### src/hw/rtl/pfp_pkg.sv
// Types and constants of the packet frame parser.
package pfp_pkg;

	localparam int unsigned ID_BYTES        = 8;
	localparam int unsigned SIGNATURE_BYTES = 64;
	localparam int unsigned TIME_BYTES      = 8;
	localparam int unsigned LENGTH_BYTES    = 2;

	localparam logic [7:0] FLAG_RECIPIENT = 8'h01;
	localparam logic [7:0] FLAG_SIGNATURE = 8'h02;

	typedef enum logic [3:0] {
		SEC_VERSION   = 4'd0,
		SEC_TYPE      = 4'd1,
		SEC_TTL       = 4'd2,
		SEC_TIME      = 4'd3,
		SEC_FLAGS     = 4'd4,
		SEC_LENGTH    = 4'd5,
		SEC_SENDER    = 4'd6,
		SEC_RECIPIENT = 4'd7,
		SEC_PAYLOAD   = 4'd8,
		SEC_SIGNATURE = 4'd9,
		SEC_STRAY     = 4'd10
	} sect_t;

	typedef struct packed {
		sect_t       field_kind;
		logic [7:0]  byte_value;
		logic [15:0] field_offset;
		logic [63:0] number_value;
		logic        recipient_present;
		logic        signature_present;
		logic [15:0] payload_size;
		logic        packet_end;
	} result_t;

endpackage

### src/hw/rtl/pfp_if.sv
// Request channels of the packet frame parser: byte input and tagged result output.
interface pfp_in_if;
	logic       valid;
	logic       ready;
	logic [7:0] data_byte;
	logic       start_req;

	modport source (output valid, output data_byte, output start_req, input ready);
	modport sink (input valid, input data_byte, input start_req, output ready);
endinterface

interface pfp_out_if;
	logic        valid;
	logic        ready;
	logic [3:0]  field_kind;
	logic [7:0]  byte_value;
	logic [15:0] field_offset;
	logic [63:0] number_value;
	logic        recipient_present;
	logic        signature_present;
	logic [15:0] payload_size;
	logic        packet_end;

	modport source (output valid, output field_kind, output byte_value, output field_offset,
		output number_value, output recipient_present, output signature_present,
		output payload_size, output packet_end, input ready);
	modport sink (input valid, input field_kind, input byte_value, input field_offset,
		input number_value, input recipient_present, input signature_present,
		input payload_size, input packet_end, output ready);
endinterface

### src/hw/rtl/packet_frame_parser.sv
// Top level of the packet frame parser: input register, tagging core and result register.
//
// rx takes one raw byte per request, with start_req set on the first byte of a packet
// (it also abandons any packet in progress). tx returns exactly one tagged result per
// byte: field kind, offset within the field, running big-endian value for the
// timestamp and length fields, held flag bits, held payload size and an end marker on
// the last byte of the packet. Bytes outside a packet come back tagged stray.
//
// A byte taken on rx waits in the input register, then the section decode and state
// update load the result register, which drives tx. Throughput is one byte per cycle
// while tx is not stalled; the only loop is the section state update. rx.ready is
// high while the input register is empty or will move on in the same cycle, so up to
// two bytes sit in the block while tx is stalled; after that rx.ready drops until tx
// takes the waiting result.
//
// Reset puts the parser outside any packet with length and flags cleared and empties
// both registers; nothing is presented on tx until a byte arrives.
module packet_frame_parser (
	input  logic      clk,
	input  logic      arst_n,
	pfp_in_if.sink    rx,
	pfp_out_if.source tx
);
	import pfp_pkg::*;

	logic       v_s1;
	logic [7:0] data_byte_s1;
	logic       start_req_s1;

	logic       out_v_q;
	result_t    res_q;
	result_t    res;

	logic       adv;
	logic       rx_take;

	assign adv      = v_s1 && (!out_v_q || tx.ready);
	assign rx.ready = !v_s1 || adv;
	assign rx_take  = rx.valid && rx.ready;

	pfp_core u_core (
		.clk       (clk),
		.arst_n    (arst_n),
		.step      (adv),
		.data_byte (data_byte_s1),
		.start_req (start_req_s1),
		.res       (res)
	);

	always_ff @(posedge clk or negedge arst_n) begin
		if (!arst_n) begin
			v_s1    <= 1'b0;
			out_v_q <= 1'b0;
		end else begin
			if (rx_take)
				v_s1 <= 1'b1;
			else if (adv)
				v_s1 <= 1'b0;
			if (adv)
				out_v_q <= 1'b1;
			else if (tx.ready)
				out_v_q <= 1'b0;
		end
	end

	always_ff @(posedge clk) begin
		if (rx_take) begin
			data_byte_s1 <= rx.data_byte;
			start_req_s1 <= rx.start_req;
		end
		if (adv)
			res_q <= res;
	end

	assign tx.valid             = out_v_q;
	assign tx.field_kind        = res_q.field_kind;
	assign tx.byte_value        = res_q.byte_value;
	assign tx.field_offset      = res_q.field_offset;
	assign tx.number_value      = res_q.number_value;
	assign tx.recipient_present = res_q.recipient_present;
	assign tx.signature_present = res_q.signature_present;
	assign tx.payload_size      = res_q.payload_size;
	assign tx.packet_end        = res_q.packet_end;

endmodule

### src/hw/rtl/pfp_core.sv
// Section tracking state and per-byte tagging logic of the packet frame parser.
module pfp_core (
	input  logic              clk,
	input  logic              arst_n,
	input  logic              step,
	input  logic [7:0]        data_byte,
	input  logic              start_req,
	output pfp_pkg::result_t  res
);
	import pfp_pkg::*;

	sect_t       sec_q;
	logic [15:0] off_q;
	logic [15:0] len_q;
	logic        rflag_q;
	logic        sflag_q;
	logic [63:0] acc_q;

	sect_t       cur_sec;
	logic [15:0] cur_off;
	logic [15:0] cur_len;
	logic        cur_r;
	logic        cur_s;
	logic [63:0] cur_acc;

	sect_t       nxt_sec;
	logic [15:0] nxt_off;
	logic [15:0] len_new;
	logic        r_new;
	logic        s_new;
	logic [63:0] acc_new;
	logic [63:0] number;
	logic        pkt_end;
	sect_t       kind;
	logic [15:0] off_out;

	function automatic logic [16:0] sect_size(sect_t s, logic [15:0] len);
		logic [16:0] sz;
		case (s)
			SEC_TIME:      sz = 17'(TIME_BYTES);
			SEC_LENGTH:    sz = 17'(LENGTH_BYTES);
			SEC_SENDER:    sz = 17'(ID_BYTES);
			SEC_RECIPIENT: sz = 17'(ID_BYTES);
			SEC_PAYLOAD:   sz = {1'b0, len};
			SEC_SIGNATURE: sz = 17'(SIGNATURE_BYTES);
			default:       sz = 17'd1;
		endcase
		return sz;
	endfunction

	// optional sections are skipped when absent or empty
	function automatic sect_t next_sect(sect_t s, logic r, logic sg, logic len_zero);
		sect_t n;
		n = sect_t'(4'(s) + 4'd1);
		if (n == SEC_RECIPIENT && !r)
			n = SEC_PAYLOAD;
		if (n == SEC_PAYLOAD && len_zero)
			n = SEC_SIGNATURE;
		if (n == SEC_SIGNATURE && !sg)
			n = SEC_STRAY;
		if (n > SEC_SIGNATURE)
			n = SEC_STRAY;
		return n;
	endfunction

	always_comb begin
		// a start request restarts parsing from a clean state
		cur_sec = start_req ? SEC_VERSION : sec_q;
		cur_off = start_req ? 16'd0 : off_q;
		cur_len = start_req ? 16'd0 : len_q;
		cur_r   = start_req ? 1'b0 : rflag_q;
		cur_s   = start_req ? 1'b0 : sflag_q;
		cur_acc = start_req ? 64'd0 : acc_q;

		nxt_sec = cur_sec;
		nxt_off = cur_off;
		len_new = cur_len;
		r_new   = cur_r;
		s_new   = cur_s;
		acc_new = cur_acc;
		number  = 64'd0;
		pkt_end = 1'b0;
		kind    = cur_sec;
		off_out = cur_off;

		if (cur_sec >= SEC_STRAY) begin
			kind    = SEC_STRAY;
			off_out = 16'd0;
			nxt_sec = SEC_STRAY;
		end else begin
			case (cur_sec) inside
				SEC_TIME, SEC_LENGTH: begin
					acc_new = (cur_off == 16'd0) ? {56'd0, data_byte}
						: {cur_acc[55:0], data_byte};
					number = acc_new;
					if (cur_sec == SEC_LENGTH && cur_off == 16'd1)
						len_new = acc_new[15:0];
				end
				SEC_FLAGS: begin
					r_new = |(data_byte & FLAG_RECIPIENT);
					s_new = |(data_byte & FLAG_SIGNATURE);
				end
				default: ;
			endcase
			if ({1'b0, cur_off} + 17'd1 >= sect_size(cur_sec, len_new)) begin
				nxt_sec = next_sect(cur_sec, r_new, s_new, len_new == 16'd0);
				nxt_off = 16'd0;
				pkt_end = (nxt_sec == SEC_STRAY);
			end else begin
				nxt_off = cur_off + 16'd1;
			end
		end

		res.field_kind        = kind;
		res.byte_value        = data_byte;
		res.field_offset      = off_out;
		res.number_value      = number;
		res.recipient_present = r_new;
		res.signature_present = s_new;
		res.payload_size      = len_new;
		res.packet_end        = pkt_end;
	end

	always_ff @(posedge clk or negedge arst_n) begin
		if (!arst_n) begin
			sec_q   <= SEC_STRAY;
			off_q   <= 16'd0;
			len_q   <= 16'd0;
			rflag_q <= 1'b0;
			sflag_q <= 1'b0;
			acc_q   <= 64'd0;
		end else if (step) begin
			sec_q   <= nxt_sec;
			off_q   <= nxt_off;
			len_q   <= len_new;
			rflag_q <= r_new;
			sflag_q <= s_new;
			acc_q   <= acc_new;
		end
	end

endmodule

### src/flat_wrapper.sv
// flat-port wrapper written by rule: the top's interface ports become plain ports
module packet_frame_parser_flat import pfp_pkg::*;
  (clk, arst_n, rx_valid, rx_data_byte, rx_start_req, rx_ready, tx_valid, tx_field_kind, tx_byte_value, tx_field_offset, tx_number_value, tx_recipient_present, tx_signature_present, tx_payload_size, tx_packet_end, tx_ready);
  pfp_in_if rx_i ();
  pfp_out_if tx_i ();
  input  logic clk;
  input  logic arst_n;
  input wire logic [$bits(rx_i.valid)-1:0] rx_valid;
  input wire logic [$bits(rx_i.data_byte)-1:0] rx_data_byte;
  input wire logic [$bits(rx_i.start_req)-1:0] rx_start_req;
  output wire logic [$bits(rx_i.ready)-1:0] rx_ready;
  output wire logic [$bits(tx_i.valid)-1:0] tx_valid;
  output wire logic [$bits(tx_i.field_kind)-1:0] tx_field_kind;
  output wire logic [$bits(tx_i.byte_value)-1:0] tx_byte_value;
  output wire logic [$bits(tx_i.field_offset)-1:0] tx_field_offset;
  output wire logic [$bits(tx_i.number_value)-1:0] tx_number_value;
  output wire logic [$bits(tx_i.recipient_present)-1:0] tx_recipient_present;
  output wire logic [$bits(tx_i.signature_present)-1:0] tx_signature_present;
  output wire logic [$bits(tx_i.payload_size)-1:0] tx_payload_size;
  output wire logic [$bits(tx_i.packet_end)-1:0] tx_packet_end;
  input wire logic [$bits(tx_i.ready)-1:0] tx_ready;
  assign rx_i.valid = rx_valid;
  assign rx_i.data_byte = rx_data_byte;
  assign rx_i.start_req = rx_start_req;
  assign rx_ready = rx_i.ready;
  assign tx_valid = tx_i.valid;
  assign tx_field_kind = tx_i.field_kind;
  assign tx_byte_value = tx_i.byte_value;
  assign tx_field_offset = tx_i.field_offset;
  assign tx_number_value = tx_i.number_value;
  assign tx_recipient_present = tx_i.recipient_present;
  assign tx_signature_present = tx_i.signature_present;
  assign tx_payload_size = tx_i.payload_size;
  assign tx_packet_end = tx_i.packet_end;
  assign tx_i.ready = tx_ready;
  packet_frame_parser u_core (.clk(clk), .arst_n(arst_n), .rx(rx_i), .tx(tx_i));
endmodule
### config.mk
export PLATFORM = sky130hd
export DESIGN_NAME = packet_frame_parser_flat
export DESIGN_NICKNAME = d
export VERILOG_FILES = /design/src/hw/rtl/pfp_pkg.sv /design/src/hw/rtl/pfp_if.sv /design/src/hw/rtl/packet_frame_parser.sv /design/src/hw/rtl/pfp_core.sv /design/src/flat_wrapper.sv
export SDC_FILE = /design/constraint.sdc
export NUM_CORES = 1
export LEC_CHECK = 0
export BUFFER_PORTS_ARGS = -buffer_cell sky130_fd_sc_hd__buf_2
export CORE_MARGIN = 3
export CORE_UTILIZATION = 44
export CTS_CLUSTER_SIZE = 8
export DETAILED_ROUTE_END_ITERATION = 12
export GPL_ROUTABILITY_DRIVEN = 0
export MAX_ROUTING_LAYER = met4
export PLACE_DENSITY = 0.7
export SLEW_MARGIN = 30
export SYNTH_ARGS = -nofsm -noshare
export SYNTH_HDL_FRONTEND = slang
export SYNTH_HIERARCHICAL = 1
export SYNTH_SLANG_ARGS = --single-unit
### constraint.sdc
create_clock -name clk -period 6.5 [get_ports clk]
set_clock_uncertainty 0.2 [all_clocks]
set_input_delay 0.325 -clock clk [delete_from_list [all_inputs] [get_ports clk]]
set_output_delay 0.325 -clock clk [all_outputs]
set_load 0.005 [all_outputs]
==> results of run 1 <==
==> stage by stage <==
step,instance area (um^2),total power [mW]
2_1_floorplan,9380,1.84
3_3_place_gp,10100,1.95
3_5_place_dp,10100,1.96
4_1_cts,11200,3.39
5_1_grt,11200,3.51
6_report,11200,3.36
==> flip-flops by register name, indices dropped and copies added, names as in the netlist, 4 cells and up <==
signal                  flops
u_core/tx.number_value     64
u_core/u_core/acc_q        56
u_core/tx.field_offset     16
u_core/tx.payload_size     16
u_core/u_core/len_q        16
u_core/u_core/off_q        16
u_core/data_byte_s1         8
u_core/tx.byte_value        8
u_core/tx.field_kind        4
u_core/u_core/sec_q         4
==> cells in the final DEF, fill, tap and decap left out, types with 8 or more instances in the layout <==
cell	n
inv_1	12
a21oi_1	19
nor2_1	43
dfrtp_1	94
clkbuf_1	25
edfxtp_1	120
nor3_1	9
dlygate4sd3_1	13
nand4_1	10
a22o_1	60
and2_1	59
o41ai_1	8
buf_4	9
o21ai_0	20
xor2_1	9
nand2_1	101
buf_2	124
nor4_1	12
and3_1	16
clkbuf_16	30
nand3_1	14
nor2b_1	13
ha_1	21
==> layer usage <==
| layer | share of wire [%] | up-vias |
|---|---|---|
| met3 | 5.5 | 27 |
| met2 | 48 | 211 |
| li1 | - | 3029 |
| met4 | 1.5 | 0 |
| met1 | 45 | 3110 |
| met5 | 0 | - |
==> critical path: stages (launching register included) <==
cell and delay [ns]:
edfxtp_1 0.39, inv_1 0.07, buf_4 0.31, nand2_1 0.24, inv_1 0.13, ha_1 0.26
nand3b_4 0.10, or3_4 0.40, or2_0 0.49, nor3b_1 0.34, a21oi_1 0.09, nor2_1 0.16
nand2_1 0.07, ha_1 0.36, a21o_1 0.20, a2111o_1 0.40, a31oi_1 0.17, a311oi_1 0.09
or2_2 0.48, mux2_2 0.32, a21oi_1 0.15
==> final timing paths <==
check	startpoint	end	slack, ns	cells past startpoint
setup / recovery	u_core/start_req_s1	u_core/u_core/sec_q[3]	0.99	20
hold / removal	arst_n	u_core/tx.valid	0.14	2
setup reg to reg	u_core/start_req_s1	u_core/u_core/sec_q[3]	0.99	20
hold reg to reg	u_core/u_core/rflag_q	u_core/u_core/rflag_q	0.27	2
max in group asynchronous	arst_n	u_core/u_core/acc_q[33]	4.87	3
min in group clk	u_core/u_core/rflag_q	u_core/u_core/rflag_q	0.27	2
==> logic make-up after synthesis <==
family                   Yosys count  synth area share (%)
adder cells (fa/ha/maj)           21                  2.80
AND/OR/NAND/NOR                  304                  16.6
buffers and inverters             70                  3.40
AO/OA/AOI/OAI                    140                  11.3
flip-flops                       216                  64.1
multiplexers                       3                 0.334
XOR/XNOR                          16                  1.49
==> power groups by stage <==
stage	Clock, mW	Sequential, mW	Combinational [mW]
final	1.41	1.60	0.345
after global routing	1.53	1.60	0.384
after CTS	1.45	1.60	0.345
after detailed placement	0	1.62	0.336
after global placement	0	1.62	0.333
after floorplan	0	1.61	0.229
==> layout make-up <==
type	instances	area, um^2	share of cell area (%)
Clock inverter	1	30.0	0.269
Multi-Input combinational cell	484	3070	27.5
Timing Repair Buffer	146	818	7.33
Inverter	12	45.0	0.404
Tap cell	270	338	3.03
Sequential cell	216	6010	53.9
Clock buffer	55	845	7.57
==> synth_stat cells, types with 3 or more instances <==
cell type    n  area (um^2)
a22o_1      60          526
a211oi_1     3         22.5
nand4_1     10         62.6
o41ai_1      8         70.1
a21o_1       3         22.5
nand3_1     14         70.1
nand2b_1     7         43.8
nor3b_1      5         37.5
nor2_1      43          161
dfrtp_1     94         2350
a21oi_1     19         95.1
edfxtp_1   120         3600
buf_1        6         22.5
and3_1      16          100
xor2_1       9         78.8
nand2_1    103          387
inv_1       12         45.0
buf_4       11         82.6
buf_2        5         25.0
xnor2_1      7         61.3
o31ai_1      6         45.0
o21ai_0     20          100
nor4_1      12         75.1
and2_1      60          375
nor3_1      10         50.1
ha_1        21          263
o22ai_1      3         18.8
clkbuf_1    34          128
nor2b_1     13         81.3
==> run_results.csv, run 1 <==
group,metric,value,unit
status,run_status,"finished clean",
clock_tree,tritoncts,"yes",
placed_design,numPortBuffers,125,
global_route,grt_remaining_overflow,0,
clock_tree,cts-hold-fix-buffers,13,
sta,rsz0062_at_grt,"false",
sta,setup_total_negative_slack,0,ns
cells_and_area,final_core_util,54.3,%
clock_tree,cts.root.buffer_cell,"clkbuf_16",
yosys,synth_enable_flop_cells,120,
yosys,synthFlopType,"edfxtp_1",
sta,timing_hold_violations_final,0,
sta,post-route-worst-setup-slack,0.988,ns
floorplanning,starting_density_of_the_core,45.6,%
global_route,global_route.usage.met3,2.67,%
setup_path,end_kind,"flip-flop",
clock_tree,clock_tree.htree_level_count,1,
clock_tree,numCtsBuffers,30,
yosys,total_number_of_yosys_warnings,6,
detailed_routing,wl_per_cell,18.1,um
sta,worst-slew-pin-transition,0.922,ns
detailed_routing,drt-pass1-iter-count,5,
clock_tree,cts_repair_resize_count,0,
floorplanning,floorplan.core_area,20600,um^2
yosys,mappedNetlistNets,804,
power_and_ir_drop,pwr_density_cell,301,nW/um^2
floorplanning,i_o_pins,126,
cells_and_area,post_layout_nonfiller_instances,1184,
power_and_ir_drop,power.leakage,4.88,nW
global_route,grt_antenna_before_repair,0,
sta,maxSlewHeadroom,38.4,%
sta,final_max_slew_viol_count,0,
clock_tree,clock_latency,0.54,ns
clock_tree,cts_sinks,216,
detailed_routing,antenna_left,0,
placed_design,post-place-cells,1115,
floorplanning,std_cell_rows,52,
setup_path,worst-setup-path-type,"reg2reg",
job,maxCapViolations,0,
floorplanning,die_ar,23100,um^2
cells_and_area,layout-drive-gt1-share,19.6,%
setup_path,endpoint_arrival_time_on_the_critical_path,5.77,ns
yosys,synth.ff_latch_count,216,
setup_path,cp-start-kind,"flip-flop",
floorplanning,die_w,152,um
cells_and_area,final_stage_net_count,924,
placed_design,dpl_worst_slack,1.09,ns
global_route,grt_busiest_layer,"met2",
power_and_ir_drop,ir_drop,0.158,mV
global_route,globalRouteTotalUtil,18.7,%
yosys,yosys.cell_types.count,55,
setup_path,worst-path-max-fanout,34,
placed_design,hpwl,13800,um
power_and_ir_drop,power.switching_fraction,24.8,%
power_and_ir_drop,comb_power_share,10.3,%
power_and_ir_drop,power.switching,0.831,mW
sta,final.hold.worst_slack,0.137,ns
clock_tree,clock_path_buffers,3,
cells_and_area,n_antenna_cell,0,
worst_hold_path,timing.hold.worst.class,"in2async",
global_route,number_of_global_route_vias_before_repair,6204,
power_and_ir_drop,pwr-share-seq,47.6,%
cells_and_area,fillCellCount,1790,
power_and_ir_drop,internal-power,2.53,mW
sta,maxClockFrequency,181,MHz
global_route,global_route_wire_length_before_repair,34600,um
floorplanning,die-height,152,um
cells_and_area,synthesis_to_layout_area_growth,19.0,%
sta,final_setup_violating_endpoints,0,
clock_tree,clk_transition_reported_paths,0.05,ns
detailed_routing,drcViolationCount,0,
global_route,use_met1,25.8,%
yosys,synth.cell_area,9380,um^2
setup_path,critical_path_rt,6.76,ns
global_route,grt_max_degree,58,
detailed_routing,finalWirelength,21400,um
detailed_routing,via_per_inst,5.39,
yosys,post_syn_instances,770,
sta,layout_worst_path_cycle_share,84.8,%
detailed_routing,drtIter0Drc,529,
sta,finalCriticalPeriod,5.51,ns
power_and_ir_drop,p_clk_share,42.1,%
detailed_routing,num_vias,6377,
global_route,grt.met2_usage,30.0,%
yosys,async_flop_share,44.4,%
yosys,syn_avg_cell_area,12.2,um^2
yosys,ys_seq_area_share,64.1,%
clock_tree,postCtsSetupBuffers,0,
No activity file was read; power rests on OpenSTA's default activity.
==> run 2, diff against run 1 <==
Clock period 6.5 ns to 5.32 ns, I/O delays scaled along.
==> run_results.csv, run 2 (synthesized netlist as in run 1, its figures left out) <==
group,metric,value,unit
clock_tree,cts_repair_resize_count,0,
clock_tree,clock_tree.htree_level_count,1,
cells_and_area,largest_reg_flops,64,
status,run_status,"finished clean",
detailed_routing,via_per_inst,5.39,
sta,timing_hold_violations_final,0,
clock_tree,tritoncts,"yes",
placed_design,dpl-instance-area,10200,um^2
cells_and_area,synthesis_to_layout_area_growth,19.3,%
floorplanning,die_w,152,um
sta,final_max_slew_viol_count,0,
floorplanning,starting_density_of_the_core,45.6,%
setup_path,cp-start-kind,"flip-flop",
floorplanning,floorplan.core_area,20600,um^2
detailed_routing,antenna_left,0,
detailed_routing,num_vias,6409,
detailed_routing,finalWirelength,21700,um
detailed_routing,route.met3.wl,1240,um
detailed_routing,route.met2.wl,10700,um
clock_tree,numCtsBuffers,30,
cells_and_area,fillCellCount,1796,
cells_and_area,mostFrequentLayoutCell,"buf_2",
global_route,grt_antenna_before_repair,0,
placed_design,hpwl,14300,um
setup_path,critical_path_rt,5.59,ns
worst_hold_path,timing.hold.worst.class,"in2async",
power_and_ir_drop,design_power_total,4.10,mW
cells_and_area,n_antenna_cell,0,
cells_and_area,final_core_util,54.4,%
clock_tree,clock_latency,0.54,ns
floorplanning,die_ar,23100,um^2
sta,maxClockFrequency,208,MHz
detailed_routing,wl_met1,9300,um
global_route,number_of_global_route_vias_before_repair,6326,
power_and_ir_drop,pwr_density_cell,367,nW/um^2
sta,rsz0062_at_grt,"false",
clock_tree,clock_path_buffers,3,
clock_tree,cts.root.buffer_cell,"clkbuf_16",
power_and_ir_drop,power.leakage,4.90,nW
placed_design,dpl_worst_slack,0.618,ns
setup_path,critical_path.slowest_cell,"or2_2",
global_route,grt_max_degree,60,
sta,finalCriticalPeriod,4.80,ns
setup_path,worst-setup-path-type,"reg2reg",
cells_and_area,layout_common_cells,"124 x buf_2, 120 x edfxtp_1, 102 x nand2_1, 94 x dfrtp_1, 60 x a22o_1",
clock_tree,cts_sinks,216,
setup_path,worst-path-max-fanout,17,
detailed_routing,drt-pass1-iter-count,4,
sta,setup_total_negative_slack,0,ns
placed_design,numPortBuffers,125,
setup_path,end_kind,"flip-flop",
setup_path,critPathMaxStageDelay,0.48,ns
power_and_ir_drop,ir_drop,0.223,mV
job,maxCapViolations,0,
clock_tree,clk_transition_reported_paths,0.05,ns
global_route,globalRouteTotalUtil,19.0,%
setup_path,endpoint_arrival_time_on_the_critical_path,5.07,ns
cells_and_area,layout-drive-gt1-share,20.0,%
detailed_routing,drcViolationCount,0,
cells_and_area,final_stage_net_count,930,
floorplanning,i_o_pins,126,
global_route,grt_remaining_overflow,0,
floorplanning,std_cell_rows,52,
sta,post-route-worst-setup-slack,0.517,ns
cells_and_area,post_layout_nonfiller_instances,1188,
setup_path,crit_path_cells,"inv_1 -> nand2_1 -> inv_1 -> ha_1 -> nand3b_4 -> or3_4 -> nor2_1 -> o21ai_0 -> a21o_1 -> nand3_1 -> ha_1 -> a211oi_1 -> nor2_1 -> a2111oi_0 -> a311oi_1 -> or2_2 -> mux2_2 -> a21oi_1",
sta,worst-slew-pin-transition,0.766,ns
placed_design,post-place-cells,1121,
sta,layout_worst_path_cycle_share,90.3,%
detailed_routing,drtIter0Drc,511,
sta,final.hold.worst_slack,0.0310,ns
floorplanning,die-height,152,um
global_route,global_route_wire_length_before_repair,35100,um
detailed_routing,maxUsedRoutingLayer,"met4",
cells_and_area,final_design_area_no_fill,11200,um^2
sta,final_setup_violating_endpoints,0,
sta,maxSlewHeadroom,48.9,%
detailed_routing,wl_per_cell,18.3,um
==> run 2: report_power, final <==
group	internal, mW	switching [mW]	total, mW
combinational	0.153	0.274	0.427
clock	1.05	0.671	1.72
sequential	1.88	0.0716	1.95
==> run 2: repair_timing <==
action	in CTS	in global routing
hold buffers	13	0
endpoints found under the hold margin	57	0
setup endpoints to repair	0	0
buffers inserted	0	0
==> run 2: critical path, delay by kind of cell (launching register included) <==
family	cells	cell delay (ns)
multiplexers	1	0.32
flip-flops	1	0.41
AND/OR/NAND/NOR	7	1.64
buffers and inverters	2	0.20
adder cells (fa/ha/maj)	2	0.50
AO/OA/AOI/OAI	6	1.46
==> run 2: area by class of cell <==
cell class | instances | area [um^2] | share of cell area, %
flip-flops and latches | 216 | 6010 | 53.7
clock buffers | 53 | 837 | 7.48
multi-input cells | 484 | 3070 | 27.4
inverters | 12 | 45.0 | 0.403
clock inverters | 1 | 30.0 | 0.268
well taps | 270 | 338 | 3.02
repair buffers | 152 | 863 | 7.72
==> run 2: final timing paths <==
| kind | start | end | slack, ns | cells past startpoint |
|---|---|---|---|---|
| setup / recovery | u_core/start_req_s1 | u_core/u_core/sec_q[3] | 0.52 | 18 |
| hold / removal | arst_n | u_core/tx.valid | 0.03 | 2 |
| setup reg to reg | u_core/start_req_s1 | u_core/u_core/sec_q[3] | 0.52 | 18 |
| hold reg to reg | u_core/u_core/sflag_q | u_core/u_core/sflag_q | 0.28 | 2 |
| max in group asynchronous | arst_n | u_core/u_core/acc_q[11] | 3.72 | 3 |
| min in group clk | rx_data_byte[1] | u_core/data_byte_s1[1] | 0.24 | 2 |
==> run 2: routing by layer <==
| layer | up-vias | track usage, % |
|---|---|---|
| li1 | 3052 | - |
| met1 | 3108 | 24.6 |
| met2 | 208 | 31.2 |
| met3 | 41 | 3.36 |
| met4 | 0 | 4.97 |
| met5 | - | - |
==> run 3, diff against run 2 <==
Clock period 5.32 ns to 5.2 ns, I/O delays scaled along.
==> run_results.csv, run 3 (synthesized netlist as in run 1, its figures left out) <==
group,metric,value,unit
status,run_status,"finished clean",
sta,setup_total_negative_slack,0,ns
clock_tree,cts.root.buffer_cell,"clkbuf_16",
sta,maxSlewHeadroom,38.4,%
detailed_routing,via_per_inst,5.42,
cells_and_area,largest_reg_flops,64,
setup_path,critical_path_rt,5.47,ns
setup_path,worstRegToRegCells,19,
worst_hold_path,min_delay_worst_endpoint,"u_core/data_byte_s1[6]",
global_route,grt_antenna_before_repair,0,
worst_hold_path,timing.hold.worst.class,"in2reg",
floorplanning,die-height,152,um
global_route,globalRouteTotalUtil,18.9,%
worst_hold_path,hold_depth,2,
detailed_routing,drcViolationCount,0,
power_and_ir_drop,power.switching,1.05,mW
sta,rsz0062_at_grt,"false",
placed_design,post-place-cells,1120,
sta,timing_hold_violations_final,0,
cells_and_area,layout-drive-gt1-share,19.9,%
clock_tree,numCtsBuffers,30,
clock_tree,tritoncts,"yes",
floorplanning,std_cell_rows,52,
cells_and_area,final_design_area_no_fill,11200,um^2
power_and_ir_drop,comb_power_share,10.4,%
setup_path,worst_r2r_endpoint,"u_core/u_core/off_q[12]",
power_and_ir_drop,pwr-share-seq,47.6,%
global_route,number_of_global_route_vias_before_repair,6333,
sta,maxClockFrequency,209,MHz
clock_tree,clk_transition_reported_paths,0.05,ns
placed_design,dpl_worst_slack,0.500,ns
floorplanning,die_ar,23100,um^2
cells_and_area,fillCellCount,1780,
clock_tree,clock_path_buffers,3,
setup_path,worst-path-max-fanout,17,
floorplanning,i_o_pins,126,
global_route,grt_max_degree,65,
cells_and_area,n_antenna_cell,0,
setup_path,cp-start-kind,"flip-flop",
setup_path,endpoint_arrival_time_on_the_critical_path,5.05,ns
cells_and_area,post_layout_nonfiller_instances,1188,
detailed_routing,num_vias,6443,
cells_and_area,synthesis_to_layout_area_growth,19.4,%
sta,finalCriticalPeriod,4.78,ns
power_and_ir_drop,ir_drop,0.243,mV
floorplanning,die_w,152,um
sta,layout_worst_path_cycle_share,91.9,%
sta,final.hold.worst_slack,0.225,ns
cells_and_area,mostFrequentLayoutCell,"buf_2",
power_and_ir_drop,power.leakage,4.90,nW
clock_tree,clock_latency,0.55,ns
power_and_ir_drop,internal-power,3.15,mW
detailed_routing,antenna_left,0,
clock_tree,cts_sinks,216,
detailed_routing,finalWirelength,21500,um
setup_path,worst-setup-path-type,"reg2reg",
cells_and_area,layout_common_cells,"124 x buf_2, 120 x edfxtp_1, 102 x nand2_1, 94 x dfrtp_1, 60 x a22o_1",
setup_path,setup.reg_to_reg.worst_slack,0.42,ns
placed_design,dpl-instance-area,10200,um^2
clock_tree,postCtsSetupBuffers,0,
global_route,grt_remaining_overflow,0,
power_and_ir_drop,pwr_density_cell,375,nW/um^2
global_route,global_route_wire_length_before_repair,34900,um
job,maxCapViolations,0,
placed_design,numPortBuffers,125,
floorplanning,floorplan.core_area,20600,um^2
detailed_routing,drt-pass1-iter-count,5,
cells_and_area,final_stage_net_count,931,
detailed_routing,drtIter0Drc,464,
setup_path,end_kind,"flip-flop",
clock_tree,clock_tree.htree_level_count,1,
floorplanning,starting_density_of_the_core,45.6,%
sta,final_max_slew_viol_count,0,
sta,post-route-worst-setup-slack,0.420,ns
worst_hold_path,min_from,"rx_data_byte[6]",
setup_path,r2r-start,"u_core/start_req_s1",
cells_and_area,final_core_util,54.5,%
power_and_ir_drop,power.switching_fraction,24.9,%
detailed_routing,wl_per_cell,18.1,um
power_and_ir_drop,design_power_total,4.20,mW
sta,worst-slew-pin-transition,0.921,ns
placed_design,hpwl,13900,um
power_and_ir_drop,p_clk_share,42.0,%
sta,final_setup_violating_endpoints,0,
==> run 3: cell count changes in the layout (fill, tap and decap cells not counted) <==
cell / before / now
dlygate4sd3_1: 13 / 15
buf_4: 15 / 14
clkbuf_1: 23 / 22
==> run 3: how the worst max path moves through the flow <==
stage,from,end,cells after the start
6_report,u_core/start_req_s1,u_core/u_core/off_q[12],19
4_1_cts,u_core/start_req_s1,u_core/u_core/off_q[12],19
3_3_place_gp,u_core/start_req_s1,u_core/u_core/sec_q[3],19
5_1_grt,u_core/start_req_s1,u_core/u_core/sec_q[0],18
2_1_floorplan,u_core/start_req_s1,u_core/u_core/off_q[4],24
3_5_place_dp,u_core/start_req_s1,u_core/u_core/off_q[12],19
==> run 3: power groups by stage <==
| stage | clock network (mW) | logic, mW | registers [mW] |
|---|---|---|---|
| after floorplan | 0 | 0.286 | 2.01 |
| after global placement | 0 | 0.424 | 2.03 |
| after detailed placement | 0 | 0.428 | 2.03 |
| after CTS | 1.81 | 0.440 | 2.00 |
| after global routing | 1.89 | 0.487 | 2.01 |
| final | 1.76 | 0.439 | 2.00 |
==> run 3: final cells by class <==
| cell class | count | area (um^2) | area share (%) |
|---|---|---|---|
| Tap cell | 270 | 338 | 3.02 |
| Clock inverter | 1 | 30.0 | 0.268 |
| Multi-Input combinational cell | 484 | 3070 | 27.4 |
| Clock buffer | 52 | 833 | 7.44 |
| Timing Repair Buffer | 153 | 876 | 7.82 |
| Sequential cell | 216 | 6010 | 53.7 |
| Inverter | 12 | 45.0 | 0.402 |
==> run 3: routing by layer <==
layer | wire, um | global-route usage [%] | up-vias
li1 | - | - | 3047
met1 | 9460 | 25.4 | 3143
met2 | 10500 | 30.0 | 221
met3 | 1190 | 3.30 | 32
met4 | 375 | 4.88 | 0
met5 | 0 | - | -
==> run 3: critical path: stages, from the launching register on <==
cell      delay, ns
edfxtp_1       0.46
inv_1          0.14
nand2_1        0.08
inv_1          0.08
ha_1           0.25
nand3b_4       0.10
or3_4          0.40
or2_0          0.31
nor3b_1        0.24
a21oi_1        0.08
nor2_1         0.14
nand2_1        0.08
ha_1           0.31
a21o_1         0.20
a2111o_1       0.40
a31oi_1        0.20
a311oi_1       0.10
or2_2          0.48
nor2_1         0.29
a22o_1         0.18
==> run 3: repair_timing <==
item / in CTS / in global routing
resized for setup: 0 / 0
hold buffers: 15 / 0
hold endpoints to repair: 52 / 0
